===== config.mk =====
export PLATFORM = sky130hd
export DESIGN_NAME = xbin_rle_cell_decoder
export DESIGN_NICKNAME = d
export VERILOG_FILES = /design/src/xrcd_pkg.sv /design/src/xbin_rle_cell_decoder.sv
export SDC_FILE = /design/constraint.sdc
export NUM_CORES = 1
export LEC_CHECK = 0
export ABC_AREA = 1
export BUFFER_PORTS_ARGS = -buffer_cell sky130_fd_sc_hd__buf_4
export CAP_MARGIN = 20
export CORE_MARGIN = 1.5
export CORE_UTILIZATION = 63
export DETAILED_ROUTE_END_ITERATION = 12
export PLACE_DENSITY = 0.87
export SYNTH_ARGS = -nofsm -noshare
export SYNTH_HDL_FRONTEND = slang
export SYNTH_SLANG_ARGS = --single-unit

===== constraint.sdc =====
create_clock -name clk -period 6.9 [get_ports clk]
set_input_delay 0.69 -clock clk [delete_from_list [all_inputs] [get_ports clk]]
set_output_delay 0.69 -clock clk [all_outputs]
set_load 0.05 [all_outputs]

===== src/xrcd_pkg.sv =====
`default_nettype none

package xrcd_pkg;

	// decoder phase, one per kind of byte expected next
	typedef enum logic [2:0] {
		PH_CTRL      = 3'd0,
		PH_REP_CHAR  = 3'd1,
		PH_REP_ATTR  = 3'd2,
		PH_CELL_CHAR = 3'd3,
		PH_CELL_ATTR = 3'd4
	} phase_t;

	// sequencer around the shared cell step
	typedef enum logic [1:0] {
		SQ_IDLE   = 2'd0,
		SQ_DECODE = 2'd1,
		SQ_EMIT   = 2'd2
	} seq_t;

	// run methods from bits 7..6 of a control byte
	localparam logic [1:0] RM_NONE = 2'd0;
	localparam logic [1:0] RM_CHAR = 2'd1;
	localparam logic [1:0] RM_ATTR = 2'd2;
	localparam logic [1:0] RM_BOTH = 2'd3;

	// register indexes
	localparam logic [1:0] CFG_MODE   = 2'd0;
	localparam logic [1:0] CFG_WIDTH  = 2'd1;
	localparam logic [1:0] CFG_HEIGHT = 2'd2;

	localparam int unsigned MAX_WIDTH_DEF = 160;

	localparam logic        MODE_RST   = 1'b1;
	localparam logic [7:0]  WIDTH_RST  = 8'd80;
	localparam logic [15:0] HEIGHT_RST = 16'd25;

endpackage

`default_nettype wire


===== src/xbin_rle_cell_decoder.sv =====
`default_nettype none

// Run-length decoder for the image data of an extended-binary text picture. Bytes come in
// on the s_ side one word at a time and character cells leave on the m_ side, one word per
// cell, tlast on the last cell a byte causes and tuser on the cell that fills the picture.
// A byte is taken while the sequencer is idle and decoded in the cycle after; its cells
// then go out one per cycle while the m_ side does not stall, since a single cell counter
// and index compare steps one cell at a time, and no new byte is taken until they are done
// or the picture is full. A control byte of method "both repeated" with count c gives up to
// c + 1 cells from one attribute byte, so s_tready stays low while those cells are issued
// and while the m_ side stalls. Cells beyond width (clamped to MAX_WIDTH) times height are
// dropped without a word. The cfg port writes a register on any clock edge with cfg_we high;
// it is meant to be written only while no byte is in flight.
module xbin_rle_cell_decoder #(
	parameter int unsigned MAX_WIDTH = xrcd_pkg::MAX_WIDTH_DEF
) (
	input  wire        clk,
	input  wire        arst_n,
	input  wire        s_tvalid,
	output logic       s_tready,
	input  wire  [7:0] s_tdata,   // data_byte
	input  wire        s_tuser,   // start_image
	output logic       m_tvalid,
	input  wire        m_tready,
	output logic [39:0] m_tdata,  // char_code[7:0], fg_color[11:8], bg_color[15:12],
	                              // cell_index[39:16]
	output logic       m_tlast,   // last_of_run
	output logic       m_tuser,   // image_done
	input  wire        cfg_we,
	input  wire  [1:0] cfg_addr,
	input  wire  [15:0] cfg_wdata
);

	// registers
	logic        mode_q;
	logic [7:0]  width_q;
	logic [15:0] height_q;

	logic [7:0]  width_eff;
	logic [23:0] total_q;

	xrcd_pkg::seq_t   seq_q, seq_d;
	xrcd_pkg::phase_t phase_q;
	logic [1:0]  method_q;
	logic [6:0]  left_q;
	logic [7:0]  held_char_q;
	logic [7:0]  held_attr_q;
	logic [23:0] emitted_q;

	logic [7:0]  byte_q;
	logic        start_q;

	// pending cells of the current byte
	logic [6:0]  run_cnt_q;
	logic [7:0]  run_char_q;
	logic [7:0]  run_attr_q;

	// output word
	logic        out_valid_q;
	logic [7:0]  out_char_q;
	logic [3:0]  out_fg_q;
	logic [3:0]  out_bg_q;
	logic [23:0] out_idx_q;
	logic        out_last_q;
	logic        out_done_q;

	// decoder next values
	xrcd_pkg::phase_t eff_phase, phase_d;
	logic [1:0]  eff_method, method_d;
	logic [6:0]  eff_left, left_d;
	logic [7:0]  eff_char, char_d;
	logic [7:0]  eff_attr, attr_d;
	logic [6:0]  run_cnt_d;
	logic [7:0]  run_char_d;
	logic [7:0]  run_attr_d;

	logic        accept;
	logic        out_free;
	logic        pic_full;
	logic        cell_done;
	logic        cell_last;
	logic        emit_go;
	logic        decode_en;
	logic [23:0] emitted_inc;

	assign accept   = s_tvalid && s_tready;
	assign out_free = !out_valid_q || m_tready;

	assign width_eff = (32'(width_q) > 32'(MAX_WIDTH)) ? 8'(MAX_WIDTH) : width_q;

	always_ff @(posedge clk) begin
		total_q <= {16'd0, width_eff} * {8'd0, height_q};
	end

	// shared cell step: one increment and compare per cell
	assign emitted_inc = emitted_q + 24'd1;
	assign pic_full    = emitted_q >= total_q;
	assign cell_done   = emitted_inc == total_q;
	assign cell_last   = (run_cnt_q == 7'd1) || cell_done;

	// decoder
	always_comb begin
		if (start_q) begin
			eff_phase  = xrcd_pkg::PH_CTRL;
			eff_method = xrcd_pkg::RM_NONE;
			eff_left   = 7'd0;
			eff_char   = 8'd0;
			eff_attr   = 8'd0;
		end else begin
			eff_phase  = phase_q;
			eff_method = method_q;
			eff_left   = left_q;
			eff_char   = held_char_q;
			eff_attr   = held_attr_q;
		end

		phase_d    = eff_phase;
		method_d   = eff_method;
		left_d     = eff_left;
		char_d     = eff_char;
		attr_d     = eff_attr;
		run_cnt_d  = 7'd0;
		run_char_d = eff_char;
		run_attr_d = byte_q;

		if (!mode_q) begin
			if (eff_phase == xrcd_pkg::PH_CELL_ATTR) begin
				run_cnt_d = 7'd1;
				phase_d   = xrcd_pkg::PH_CELL_CHAR;
			end else begin
				char_d  = byte_q;
				phase_d = xrcd_pkg::PH_CELL_ATTR;
			end
		end else begin
			unique case (eff_phase)
				xrcd_pkg::PH_REP_CHAR: begin
					char_d  = byte_q;
					phase_d = (eff_method == xrcd_pkg::RM_BOTH) ?
						xrcd_pkg::PH_REP_ATTR : xrcd_pkg::PH_CELL_ATTR;
				end
				xrcd_pkg::PH_REP_ATTR: begin
					attr_d = byte_q;
					if (eff_method == xrcd_pkg::RM_BOTH) begin
						run_cnt_d = eff_left;
						left_d    = 7'd0;
						phase_d   = xrcd_pkg::PH_CTRL;
					end else begin
						phase_d = xrcd_pkg::PH_CELL_CHAR;
					end
				end
				xrcd_pkg::PH_CELL_CHAR: begin
					if (eff_method == xrcd_pkg::RM_ATTR) begin
						run_cnt_d  = 7'd1;
						run_char_d = byte_q;
						run_attr_d = eff_attr;
					end else begin
						char_d  = byte_q;
						phase_d = xrcd_pkg::PH_CELL_ATTR;
					end
				end
				xrcd_pkg::PH_CELL_ATTR: begin
					run_cnt_d = 7'd1;
				end
				default: begin
					// control byte, also taken for unused phase codes
					method_d = byte_q[7:6];
					left_d   = {1'b0, byte_q[5:0]} + 7'd1;
					if (byte_q[7:6] == xrcd_pkg::RM_NONE) begin
						phase_d = xrcd_pkg::PH_CELL_CHAR;
					end else if (byte_q[7:6] == xrcd_pkg::RM_ATTR) begin
						phase_d = xrcd_pkg::PH_REP_ATTR;
					end else begin
						phase_d = xrcd_pkg::PH_REP_CHAR;
					end
				end
			endcase

			// single cell of a run: step the run on
			if (run_cnt_d == 7'd1 && (eff_phase == xrcd_pkg::PH_CELL_ATTR ||
					eff_phase == xrcd_pkg::PH_CELL_CHAR)) begin
				if (eff_left <= 7'd1) begin
					left_d  = 7'd0;
					phase_d = xrcd_pkg::PH_CTRL;
				end else begin
					left_d  = eff_left - 7'd1;
					phase_d = (eff_method == xrcd_pkg::RM_CHAR) ?
						xrcd_pkg::PH_CELL_ATTR : xrcd_pkg::PH_CELL_CHAR;
				end
			end
		end
	end

	// sequencer next state
	always_comb begin
		seq_d = seq_q;
		unique case (seq_q)
			xrcd_pkg::SQ_IDLE: begin
				if (accept) begin
					seq_d = xrcd_pkg::SQ_DECODE;
				end
			end
			xrcd_pkg::SQ_DECODE: begin
				seq_d = (run_cnt_d != 7'd0) ? xrcd_pkg::SQ_EMIT : xrcd_pkg::SQ_IDLE;
			end
			xrcd_pkg::SQ_EMIT: begin
				if (pic_full) begin
					seq_d = xrcd_pkg::SQ_IDLE;
				end else if (out_free && cell_last) begin
					seq_d = xrcd_pkg::SQ_IDLE;
				end
			end
			default: begin
				seq_d = xrcd_pkg::SQ_IDLE;
			end
		endcase
	end

	// sequencer outputs
	always_comb begin
		s_tready  = 1'b0;
		decode_en = 1'b0;
		emit_go   = 1'b0;
		unique case (seq_q)
			xrcd_pkg::SQ_IDLE:   s_tready  = 1'b1;
			xrcd_pkg::SQ_DECODE: decode_en = 1'b1;
			xrcd_pkg::SQ_EMIT:   emit_go   = !pic_full && out_free;
			default: begin
			end
		endcase
	end

	always_ff @(posedge clk or negedge arst_n) begin
		if (!arst_n) begin
			seq_q       <= xrcd_pkg::SQ_IDLE;
			mode_q      <= xrcd_pkg::MODE_RST;
			width_q     <= xrcd_pkg::WIDTH_RST;
			height_q    <= xrcd_pkg::HEIGHT_RST;
			phase_q     <= xrcd_pkg::PH_CTRL;
			method_q    <= xrcd_pkg::RM_NONE;
			left_q      <= 7'd0;
			held_char_q <= 8'd0;
			held_attr_q <= 8'd0;
			emitted_q   <= 24'd0;
			run_cnt_q   <= 7'd0;
			out_valid_q <= 1'b0;
		end else begin
			seq_q <= seq_d;

			if (decode_en) begin
				phase_q     <= phase_d;
				method_q    <= method_d;
				left_q      <= left_d;
				held_char_q <= char_d;
				held_attr_q <= attr_d;
				run_cnt_q   <= run_cnt_d;
				if (start_q) begin
					emitted_q <= 24'd0;
				end
			end

			if (emit_go) begin
				emitted_q <= emitted_inc;
				run_cnt_q <= run_cnt_q - 7'd1;
			end

			if (emit_go) begin
				out_valid_q <= 1'b1;
			end else if (m_tready) begin
				out_valid_q <= 1'b0;
			end

			if (cfg_we) begin
				unique case (cfg_addr)
					xrcd_pkg::CFG_MODE: begin
						// new mode restarts the decoder, cell count kept
						mode_q   <= cfg_wdata[0];
						phase_q  <= xrcd_pkg::PH_CTRL;
						method_q <= xrcd_pkg::RM_NONE;
						left_q   <= 7'd0;
					end
					xrcd_pkg::CFG_WIDTH:  width_q  <= cfg_wdata[7:0];
					xrcd_pkg::CFG_HEIGHT: height_q <= cfg_wdata;
					default: begin
					end
				endcase
			end
		end
	end

	// payload
	always_ff @(posedge clk) begin
		if (accept) begin
			byte_q  <= s_tdata;
			start_q <= s_tuser;
		end
		if (decode_en) begin
			run_char_q <= run_char_d;
			run_attr_q <= run_attr_d;
		end
		if (emit_go) begin
			out_char_q <= run_char_q;
			out_fg_q   <= run_attr_q[3:0];
			out_bg_q   <= run_attr_q[7:4];
			out_idx_q  <= emitted_q;
			out_last_q <= cell_last;
			out_done_q <= cell_done;
		end
	end

	assign m_tvalid = out_valid_q;
	assign m_tdata  = {out_idx_q, out_bg_q, out_fg_q, out_char_q};
	assign m_tlast  = out_last_q;
	assign m_tuser  = out_done_q;

	a_no_cell_past_picture: assert property (@(posedge clk) disable iff (!arst_n)
		emit_go |-> emitted_q < total_q)
		else $error("cell issued past end of picture");

	a_done_ends_run: assert property (@(posedge clk) disable iff (!arst_n)
		m_tvalid && m_tuser |-> m_tlast)
		else $error("picture-filling cell not marked last");

	a_emit_has_work: assert property (@(posedge clk) disable iff (!arst_n)
		seq_q == xrcd_pkg::SQ_EMIT |-> run_cnt_q != 7'd0)
		else $error("emitting with no cells pending");

	a_last_ends_byte: assert property (@(posedge clk) disable iff (!arst_n)
		emit_go && cell_last |=> seq_q == xrcd_pkg::SQ_IDLE)
		else $error("sequencer kept going after last cell");

	a_count_steps: assert property (@(posedge clk) disable iff (!arst_n)
		emit_go |=> emitted_q == $past(emitted_q) + 24'd1)
		else $error("cell count did not step by one");

endmodule

`default_nettype wire


## After elaboration in Yosys (flattened, before gate mapping)

Cells that the tools add are included.

- Flip-flop bits (word level): 178
- Output and inout bits: 44
- Logic and storage cells: 137

- $add $sub $neg: 4
- Multiply operators: 1
- Magnitude comparators: 3
- Equal/unequal tests: 17
- Muxes and demuxes: 66
- Reductions and logical operators: 23

Operators with widths:

| cell | count |
|---|---|
| 8-bit two-way mux | 14 |
| 7-bit two-way mux | 13 |
| 24-bit two-way mux | 3 |
| 3-bit two-way mux | 11 |
| 2-bit two-way mux | 13 |
| 24-bit by 1-bit adder with 24-bit output, second input constant | 1 |
| 24-bit == test | 1 |
| 24-bit greater-or-equal comparator | 1 |
| 8-bit by 16-bit multiplier with 24-bit output | 1 |
| 7-bit one-hot mux with 3 select lines | 1 |
| 8-bit one-hot mux with 2 select lines | 1 |
| 7-bit by 1-bit == test with 1-bit output, second input constant | 2 |
| 7-bit one-hot mux with 2 select lines | 1 |
| 7-bit by 1-bit subtractor with 7-bit output, second input constant | 2 |
| 3-bit one-hot mux with 4 select lines | 1 |
| 2-bit == test, second input constant | 5 |
| 2-bit AND reduction | 5 |
| 8-bit > comparator, second input constant | 1 |
| 6-bit by 1-bit adder with 7-bit output, second input constant | 1 |
| 7-bit by 1-bit <= comparator with 1-bit output, second input constant | 1 |
| 1-bit two-way mux | 7 |
| 7-bit nonzero test | 1 |
| 2-bit by 1-bit == test with 1-bit output, second input constant | 3 |
| 3-bit by 2-bit == test with 1-bit output, second input constant | 2 |
| other kinds (12) | 22 |

## Depth between registers and ports, before layout

Gate-level depths: netlist of run 1.

- Depth in word-level cells: 12
- Gate-level depth with buffers: 30
- Mapped depth without buffers: 29

## Worst setup path after synthesis of run 1

Ideal clock, no wire load.

- Path type: register to register
- Start: register width_q[2]
- End: register total_q[19]
- Arrival time: 4,929 ps
- Required time: 6,788 ps
- Path slack: 1,858 ps
- Stages on the path, launching flop included: 27
- Path buffers: 1
- Clock period less this slack: 5,042 ps
- Cell sequence: dfrtp_1 -> o41ai_1 -> nand2_1 -> nand2_1 -> inv_1 -> nor2_1 -> inv_1 -> clkbuf_1 -> nor2_1 -> fa_1 -> fa_1 -> fa_1 -> inv_1 -> fa_1 -> inv_1 -> ha_1 -> a21o_1 -> inv_1 -> o21ai_0 -> nand2_1 -> o211ai_1 -> a31oi_1 -> o21bai_1 -> nand2_1 -> nand2_1 -> nand2_1 -> nand2_1

- Cells in the longest elaborated chain, start to end: 3

RTL lines:

| item | line | RTL |
|---|---|---|
| start: declaration | xbin_rle_cell_decoder.sv:36 | `logic [7:0] width_q;` |
| start signal: assignment | xbin_rle_cell_decoder.sv:236 | `width_q <= xrcd_pkg::WIDTH_RST;` |
| start signal: assignment | xbin_rle_cell_decoder.sv:281 | `xrcd_pkg::CFG_WIDTH: width_q <= cfg_wdata[7:0];` |
| 8-bit > comparator | xbin_rle_cell_decoder.sv:89 | `assign width_eff = (32'(width_q) > 32'(MAX_WIDTH)) ? 8'(MAX_WIDTH) : width_q;` |
| 8-bit two-way mux (*) | xbin_rle_cell_decoder.sv:89 |  |
| 8-bit by 16-bit multiplier with 24-bit output (*) | xbin_rle_cell_decoder.sv:92 | `total_q <= {16'd0, width_eff} * {8'd0, height_q};` |
| end signal: assignment | xbin_rle_cell_decoder.sv:92 |  |
| end: declaration | xbin_rle_cell_decoder.sv:40 | `logic [23:0] total_q;` |

Mark *: on every way between the ends. The rest lies on a longest branch, timed or not.
A chain may end at the register's enable or synchronous reset.

## Final worst setup path of run 1

Same ends and word-level chain as after synthesis.

==> results.md, run 1 <==
* Worst path max stage delay at 0.53 ns
* Final setup viols at 0
* Fmax at 0.1776 GHz
* Stages on the worst setup path at 25
* WS Path Type: flip-flop to flip-flop
* RR Startpoint: width_q[2]
* Critical Path AT at 5.98 ns
* Ports at 76
* Detail Route Antenna Nets at 0
* Drt first pass iters at 9
* Clk slew on worst S/H paths at 0.08 ns
* Slowest CP cell: fa_1
* Post-DP Area at between 10000 and 15000 um2
* Vias at ~12k
* Final WS setup at 1.269 ns
* Min-delay worst type: input pin to async pin
* CTS root buffer: clkbuf_16
* Setup TNS at 0 ns
* Peak supply drop at between 0.0003 and 0.0004 V
* Avg Vias per Cell at roughly 5.8
* Die area at around 22000 um2
* Mean Syn Cell Area at 8.002 um2
* Initial Util at between 60 and 70%
* Crit Path Max Fanout at 11
* Layout cells sized above 1 at approximately 9%
* Crit path launch: width_q[2]
* CP delay by family, top: adder cells
* All-Layer GR Usage at around a third
* CTS sink cnt at approximately 180
* Core area at approximately 20000 um2
* Outcome: finished, final reports clean
* FF-to-FF path depth at 25
* Number of synthesized flops with an enable pin at 67
* TritonCTS buffer count at 17
* Final wirelength at approximately 33000 um
* Synth-to-layout area growth at 11.00%
* Htree depth at 4
* Vias in the first global route at 11.17k
* Post-DP HPWL at 24500 um
* Final Critical Period at between 5 and 6 ns
* CP most frequent cell: nand2_1
* WP data required at a little over 7 ns
* Clock Latency Late Sink at 0.45 ns
* Syn nets at around 1.8k
* Pleak at 7.331 nW
* CTS Buffer Depth at 2
* Synthesis Warnings at 0
* Unique masters post-synth at between 50 and 60
* Pwr Density at about 450 nW/um2
* Crit end category: flip-flop
* Hold slack at between 0.15 and 0.2 ns
* First-pass GRT wire length at 53560 um
* Die Ht at between 100 and 150 um
* Slew Viols, Final at 0
* Site Rows at between 50 and 60
* Die width at roughly 150 um
* Post-Syn Area at about 13000 um2
* Max_cap viols at 0
* Post-cts sizing count at 0
* # diodes at 0
* DRT iter0 DRCs at approximately 1.0k
* Initial antenna violation count at 0
* Leading cell type in the layout, fill and taps excluded: nand2_1
* IO Port Bufs at 75
* Total Nets Final at about 1.9k
* Cells after Synth at approximately 1.6k
* DR WL/cell at approximately 17 um
* Hold_buf cts at 0
* DRC Markers at 0
* Ys flop type: dfrtp_1
* Async S/R FF share, synth at about half
* Postcts setup bufs at 0
* Largest net degree at the start of global routing at 67
* CTS tree: built
* CP startpoint kind: flip-flop
* Tcrit/Tclk final at between 80 and 90%
* Unrepaired setup endpoints after global routing: no
* Measured slew at the worst slew-check pin at about 0.97 ns
* Post-Place Worst Slack at 1.399 ns
* Yosys reg bits at ~180
* Remaining global-route overflow at 0
* Most frequent cells in the layout: nand2_1, inv_1, nor2_1
* Clock skew at 0.01532 ns
* CP Buf/Inv Count at 5
* GP Congestion at slightly below 1
* Final instance area at about 15000 um2
* Rel. slew slack at between 30% and 40%
* Seq/Total Area, Yosys at between 30% and 40%
* Final hold vios at 0
==> worst register-to-register path, stage by stage (launching register included) <==
cell and delay, ns:
dfrtp_1 0.40, o41ai_1 0.37, nand2_1 0.08, nand2_1 0.12
inv_1 0.10, nor2_1 0.30, inv_1 0.29, nor2_1 0.21
fa_1 0.47, fa_1 0.46, fa_1 0.49, inv_1 0.05
fa_1 0.53, inv_1 0.04, ha_1 0.34, a21o_1 0.18
inv_1 0.05, o21ai_0 0.10, nand2_1 0.08, o211ai_1 0.10
a31oi_1 0.34, o21bai_1 0.17, nand2_1 0.10, nand2_1 0.06
nand2_1 0.06, nand2_1 0.04
==> cells in the mapped netlist (all sizes together), types with 2 or more instances <==
library cell,instances,share of area (%)
buf,7,0.26
dfrtp,81,15
dfstp,6,1.2
edfxtp,67,15
a32oi,6,0.40
o21ai,108,4.1
o21bai,4,0.26
clkbuf,31,0.91
nor3,15,0.57
fa,84,13
nand3,90,3.5
dfxtp,24,3.7
o211ai,18,1.0
a22oi,6,0.34
a21oi,51,1.9
a31oi,10,0.48
nor2,217,6.8
xor2,24,1.7
nand2,385,11
inv,281,8.0
nor3b,2,0.11
ha,74,7.1
o22ai,4,0.19
a211oi,2,0.11
nand3b,3,0.20
nand4,14,0.67
nor4,6,0.29
clkinv,2,0.057
xnor2,9,0.60
==> cell families after synthesis <==
logic type | after synthesis | share of synthesized area [%]
compound gates | 215 | 9.267
simple gates | 734 | 23.54
flops | 178 | 35.64
fa+ha+maj | 158 | 19.87
xor+xnor | 34 | 2.431
buf+inv | 321 | 9.257
==> stage by stage <==
stage	util, %	cells	power, mW
3_3_place_gp	68.30	1951	5.361
4_1_cts	71.17	1983	6.468
5_1_grt	71.53	1987	7.107
2_1_floorplan	-	1640	4.514
6_report	71.53	1987	6.539
3_5_place_dp	68.30	1951	5.454
==> flip-flops by register name (all words and copies together), names as in the netlist, 16 cells and up <==
| signal | flops |
|---|---|
| emitted_q | 24 |
| height_q | 16 |
| out_idx_q | 24 |
| total_q | 24 |
==> cell type report <==
class | instances | area (um2)
sequential | 178 | 4677
inverter | 283 | 1062
timing repair buffer | 83 | 668.1
multi-input combinational | 1141 | 7239
fill | 1562 | 5797
tap | 270 | 337.8
clock buffer | 18 | 429.2
clock inverter | 14 | 153.9
==> worst paths after layout <==
path | end | slack [ns]
setup / recovery | total_q[19] | 1.27
hold / removal | held_attr_q[7] | 0.19
setup reg to reg | total_q[19] | 1.27
hold reg to reg | out_bg_q[3] | 0.42
max in group asynchronous | height_q[6] | 5.61
min in group clk | byte_q[3] | 0.41
==> where the power goes <==
part	switching (mW)	internal, mW	total, mW
Clock	0.461	0.511	0.971
Sequential	0.205	1.46	1.66
Combinational	2.55	1.36	3.91
==> metal layers <==
layer	routed length [um]	vias up	GRT usage [%]
met3	2725	123	5.963
met2	16070	630	51.78
met5	0	-	0
met4	1138	0	13.80
met1	13270	5415	40.40
li1	-	5352	-
No activity file was read; power rests on OpenSTA's default activity.
==> inputs of run 2 (changes only) <==
==> constraint.sdc (replaced) <==
create_clock -name clk -period 5.81 [get_ports clk]
set_input_delay 0.581 -clock clk [delete_from_list [all_inputs] [get_ports clk]]
set_output_delay 0.581 -clock clk [all_outputs]
set_load 0.05 [all_outputs]
==> run 2 against run 1 <==
Compared with the run above:
- cell count increased by 0.20%
- clock-buffer cell count shrank 1
- critical path depth increased by 2
- wire length is 0.23% lower
- die area unchanged
- register-to-register slack got worse by 0.89 ns
- global-route usage is 0.51 points higher
- critical endpoint unchanged
- clock skew is 0.0015 ns lower
- clock power is 25% higher
- via count decreased by 0.93%
- flip-flop and latch count did not move
- utilization increased by 0.29 points
==> results.md, run 2 (synthesis gave the netlist of run 1 again) <==
* All-Layer GR Usage at 31.86% (was 31.35%)
* First-pass GRT wire length at 54580 um (was 53560 um)
* Ports at 76 (unchanged)
* Detail Route Antenna Nets at 0 (unchanged)
* Tcrit/Tclk final at 93.40% (was 81.61%)
* WS Path Type: flip-flop to flip-flop (unchanged)
* Measured slew at the worst slew-check pin at 0.9985 ns (was 0.9672 ns)
* Reg-to-Reg End: total_q[19] (unchanged)
* Final setup viols at 0 (unchanged)
* Htree depth at 4 (unchanged)
* Final WS setup at 0.3835 ns (was 1.269 ns)
* DRC Markers at 0 (unchanged)
* Remaining global-route overflow at 0 (unchanged)
* Layout cells sized above 1 at 9.529% (was 9.086%)
* # diodes at 0 (unchanged)
* Die Ht at 147.3 um (unchanged)
* DRT iter0 DRCs at 1001 (was 1043)
* CTS tree: built (unchanged)
* Outcome: finished, final reports clean (unchanged)
* Hold slack at 0.09116 ns (was 0.1900 ns)
* Critical path endpoint: total_q[19] (unchanged)
* Rel. slew slack at 33.25% (was 35.37%)
* IO Port Bufs at 75 (unchanged)
* Min-delay worst type: input pin to async pin (unchanged)
* Most frequent cells in the layout: nand2_1, inv_1, nor2_1 (unchanged)
* Final hold vios at 0 (unchanged)
* Crit Path Max Fanout at 11 (unchanged)
* Final wirelength at 33120 um (was 33200 um)
* Avg Vias per Cell at 5.732 (was 5.798)
* Total Nets Final at 1898 (was 1894)
* Vias in the first global route at 11.18k (was 11.17k)
* Leading cell type in the layout, fill and taps excluded: nand2_1 (unchanged)
* CTS root buffer: clkbuf_16 (unchanged)
* Regs by FF count: emitted_q (24), out_idx_q (24), total_q (24) (unchanged)
* TritonCTS buffer count at 17 (unchanged)
* GP Congestion at 0.9877 (was 0.9927)
* Clock Latency Late Sink at 0.45 ns (about the same)
* Synth-to-layout area growth at 11.46% (was 11.00%)
* Setup TNS at 0 ns (unchanged)
* Vias at 11.41k (was 11.52k)
* Slew Viols, Final at 0 (unchanged)
* CP startpoint kind: flip-flop (unchanged)
* DR WL/cell at 16.63 um (was 16.71 um)
* Die area at 21710 um2 (unchanged)
* Initial Util at 64.44% (unchanged)
* Post-DP HPWL at 24820 um (was 24500 um)
* FF-to-FF path depth at 27 (was 25)
* Largest net degree at the start of global routing at 53 (was 67)
* Initial antenna violation count at 0 (unchanged)
* Drt first pass iters at 7 (was 9)
* Die width at 147.3 um (unchanged)
* Unrepaired setup endpoints after global routing: no (unchanged)
* Peak supply drop at 0.0004644 V (was 0.0003099 V)
* RR Startpoint: width_q[1] (was width_q[2])
* Core area at 20360 um2 (unchanged)
* CTS sink cnt at 178 (unchanged)
* Fmax at 0.1843 GHz (was 0.1776 GHz)
* Max_cap viols at 0 (unchanged)
* R2r setup slk at 0.38 ns (was 1.27 ns)
* Site Rows at 52 (unchanged)
* Final Critical Period at 5.426 ns (was 5.631 ns)
* Clk slew on worst S/H paths at 0.08 ns (about the same)
* Total power at 7.809 mW (was 6.539 mW)
* Pleak at 7.371 nW (was 7.331 nW)
* Critical Path AT at 5.77 ns (was 5.98 ns)
* Crit end category: flip-flop (unchanged)
* Post-Place Worst Slack at 0.4438 ns (was 1.399 ns)
* WP data required at 6.15 ns (was 7.24 ns)
* Crit path launch: width_q[1] (was width_q[2])
* Clock skew at 0.01377 ns (was 0.01532 ns)
* Pwr Density at 533.8 nW/um2 (was 448.9 nW/um2)
* CTS Buffer Depth at 2 (unchanged)
## run 2: cell types whose count changed in the layout (fill, tap and decap cells not counted), sizes merged
cell,before,now
inv,286,292
buf,82,87
clkbuf,19,17
clkinv,8,6
clkinvlp,2,0
bufinv,1,0
## run 2: worst min path at each step
stage / startpoint / end / slack, ns / cells after the start
final: arst_n / held_attr_q[0] / 0.09 / 1
after floorplan: arst_n / emitted_q[0] / 0.29 / 0
after detailed placement: run_char_q[1] / out_char_q[1] / 0.41 / 0
after global routing: arst_n / held_attr_q[0] / 0.13 / 1
after CTS: arst_n / held_char_q[0] / 0.12 / 1
after global placement: run_char_q[4] / out_char_q[4] / 0.40 / 0
## run 2: per-stage QoR
stage / std cells / util (%) / instance area [um2]
2_1_floorplan: 1640 / - / 13120
4_1_cts: 1991 / 71.78 / 14620
5_1_grt: 1991 / 71.83 / 14630
3_3_place_gp: 1958 / 68.56 / 13960
6_report: 1991 / 71.83 / 14630
3_5_place_dp: 1959 / 68.70 / 13990
## run 2: timing repair
item | 4_1_cts | 5_1_grt
setup endpoints to repair | 0 | 1
hold buffers | 0 | 0
setup buffers | 0 | 0
gates resized for setup | 0 | 1
## run 2: worst max-delay path, cell delays in order (launching register included)
cell and delay (ns):
dfrtp_1 0.38, inv_1 0.07, nand2_1 0.06, o41ai_1 0.31, nand2_1 0.09, nand2_1 0.13
inv_1 0.09, nor2_1 0.14, inv_1 0.22, nor2_1 0.19, fa_1 0.45, fa_1 0.47
fa_1 0.50, inv_1 0.06, fa_1 0.54, inv_1 0.05, ha_1 0.35, a21o_1 0.18
inv_1 0.06, o21ai_0 0.11, nand2_1 0.08, o211ai_1 0.09, a31oi_1 0.30, o21bai_1 0.15
nand2_1 0.10, nand2_1 0.05, nand2_1 0.06, nand2_1 0.04
## run 2: per-layer routing
metal | vias to the layer above | global-route usage (%) | share of wire, %
met5 | - | 0 | 0
met4 | 0 | 11.75 | 3.6
met3 | 108 | 4.814 | 8.2
met2 | 592 | 52.98 | 47
met1 | 5359 | 42.53 | 41
li1 | 5354 | - | -
## run 2: final cells by class
class	count	area [um2]
Clock inverter	15	202.7
Timing Repair Buffer	87	673.1
Tap cell	270	337.8
Multi-Input combinational cell	1141	7249
Fill cell	1540	5737
Inverter	283	1062
Sequential cell	178	4677
Clock buffer	17	425.4
## run 2: power breakdown
part | internal [mW] | total [mW] | switching [mW]
clock network | 0.601 | 1.21 | 0.614
logic | 1.61 | 4.63 | 3.02
registers | 1.73 | 1.97 | 0.237
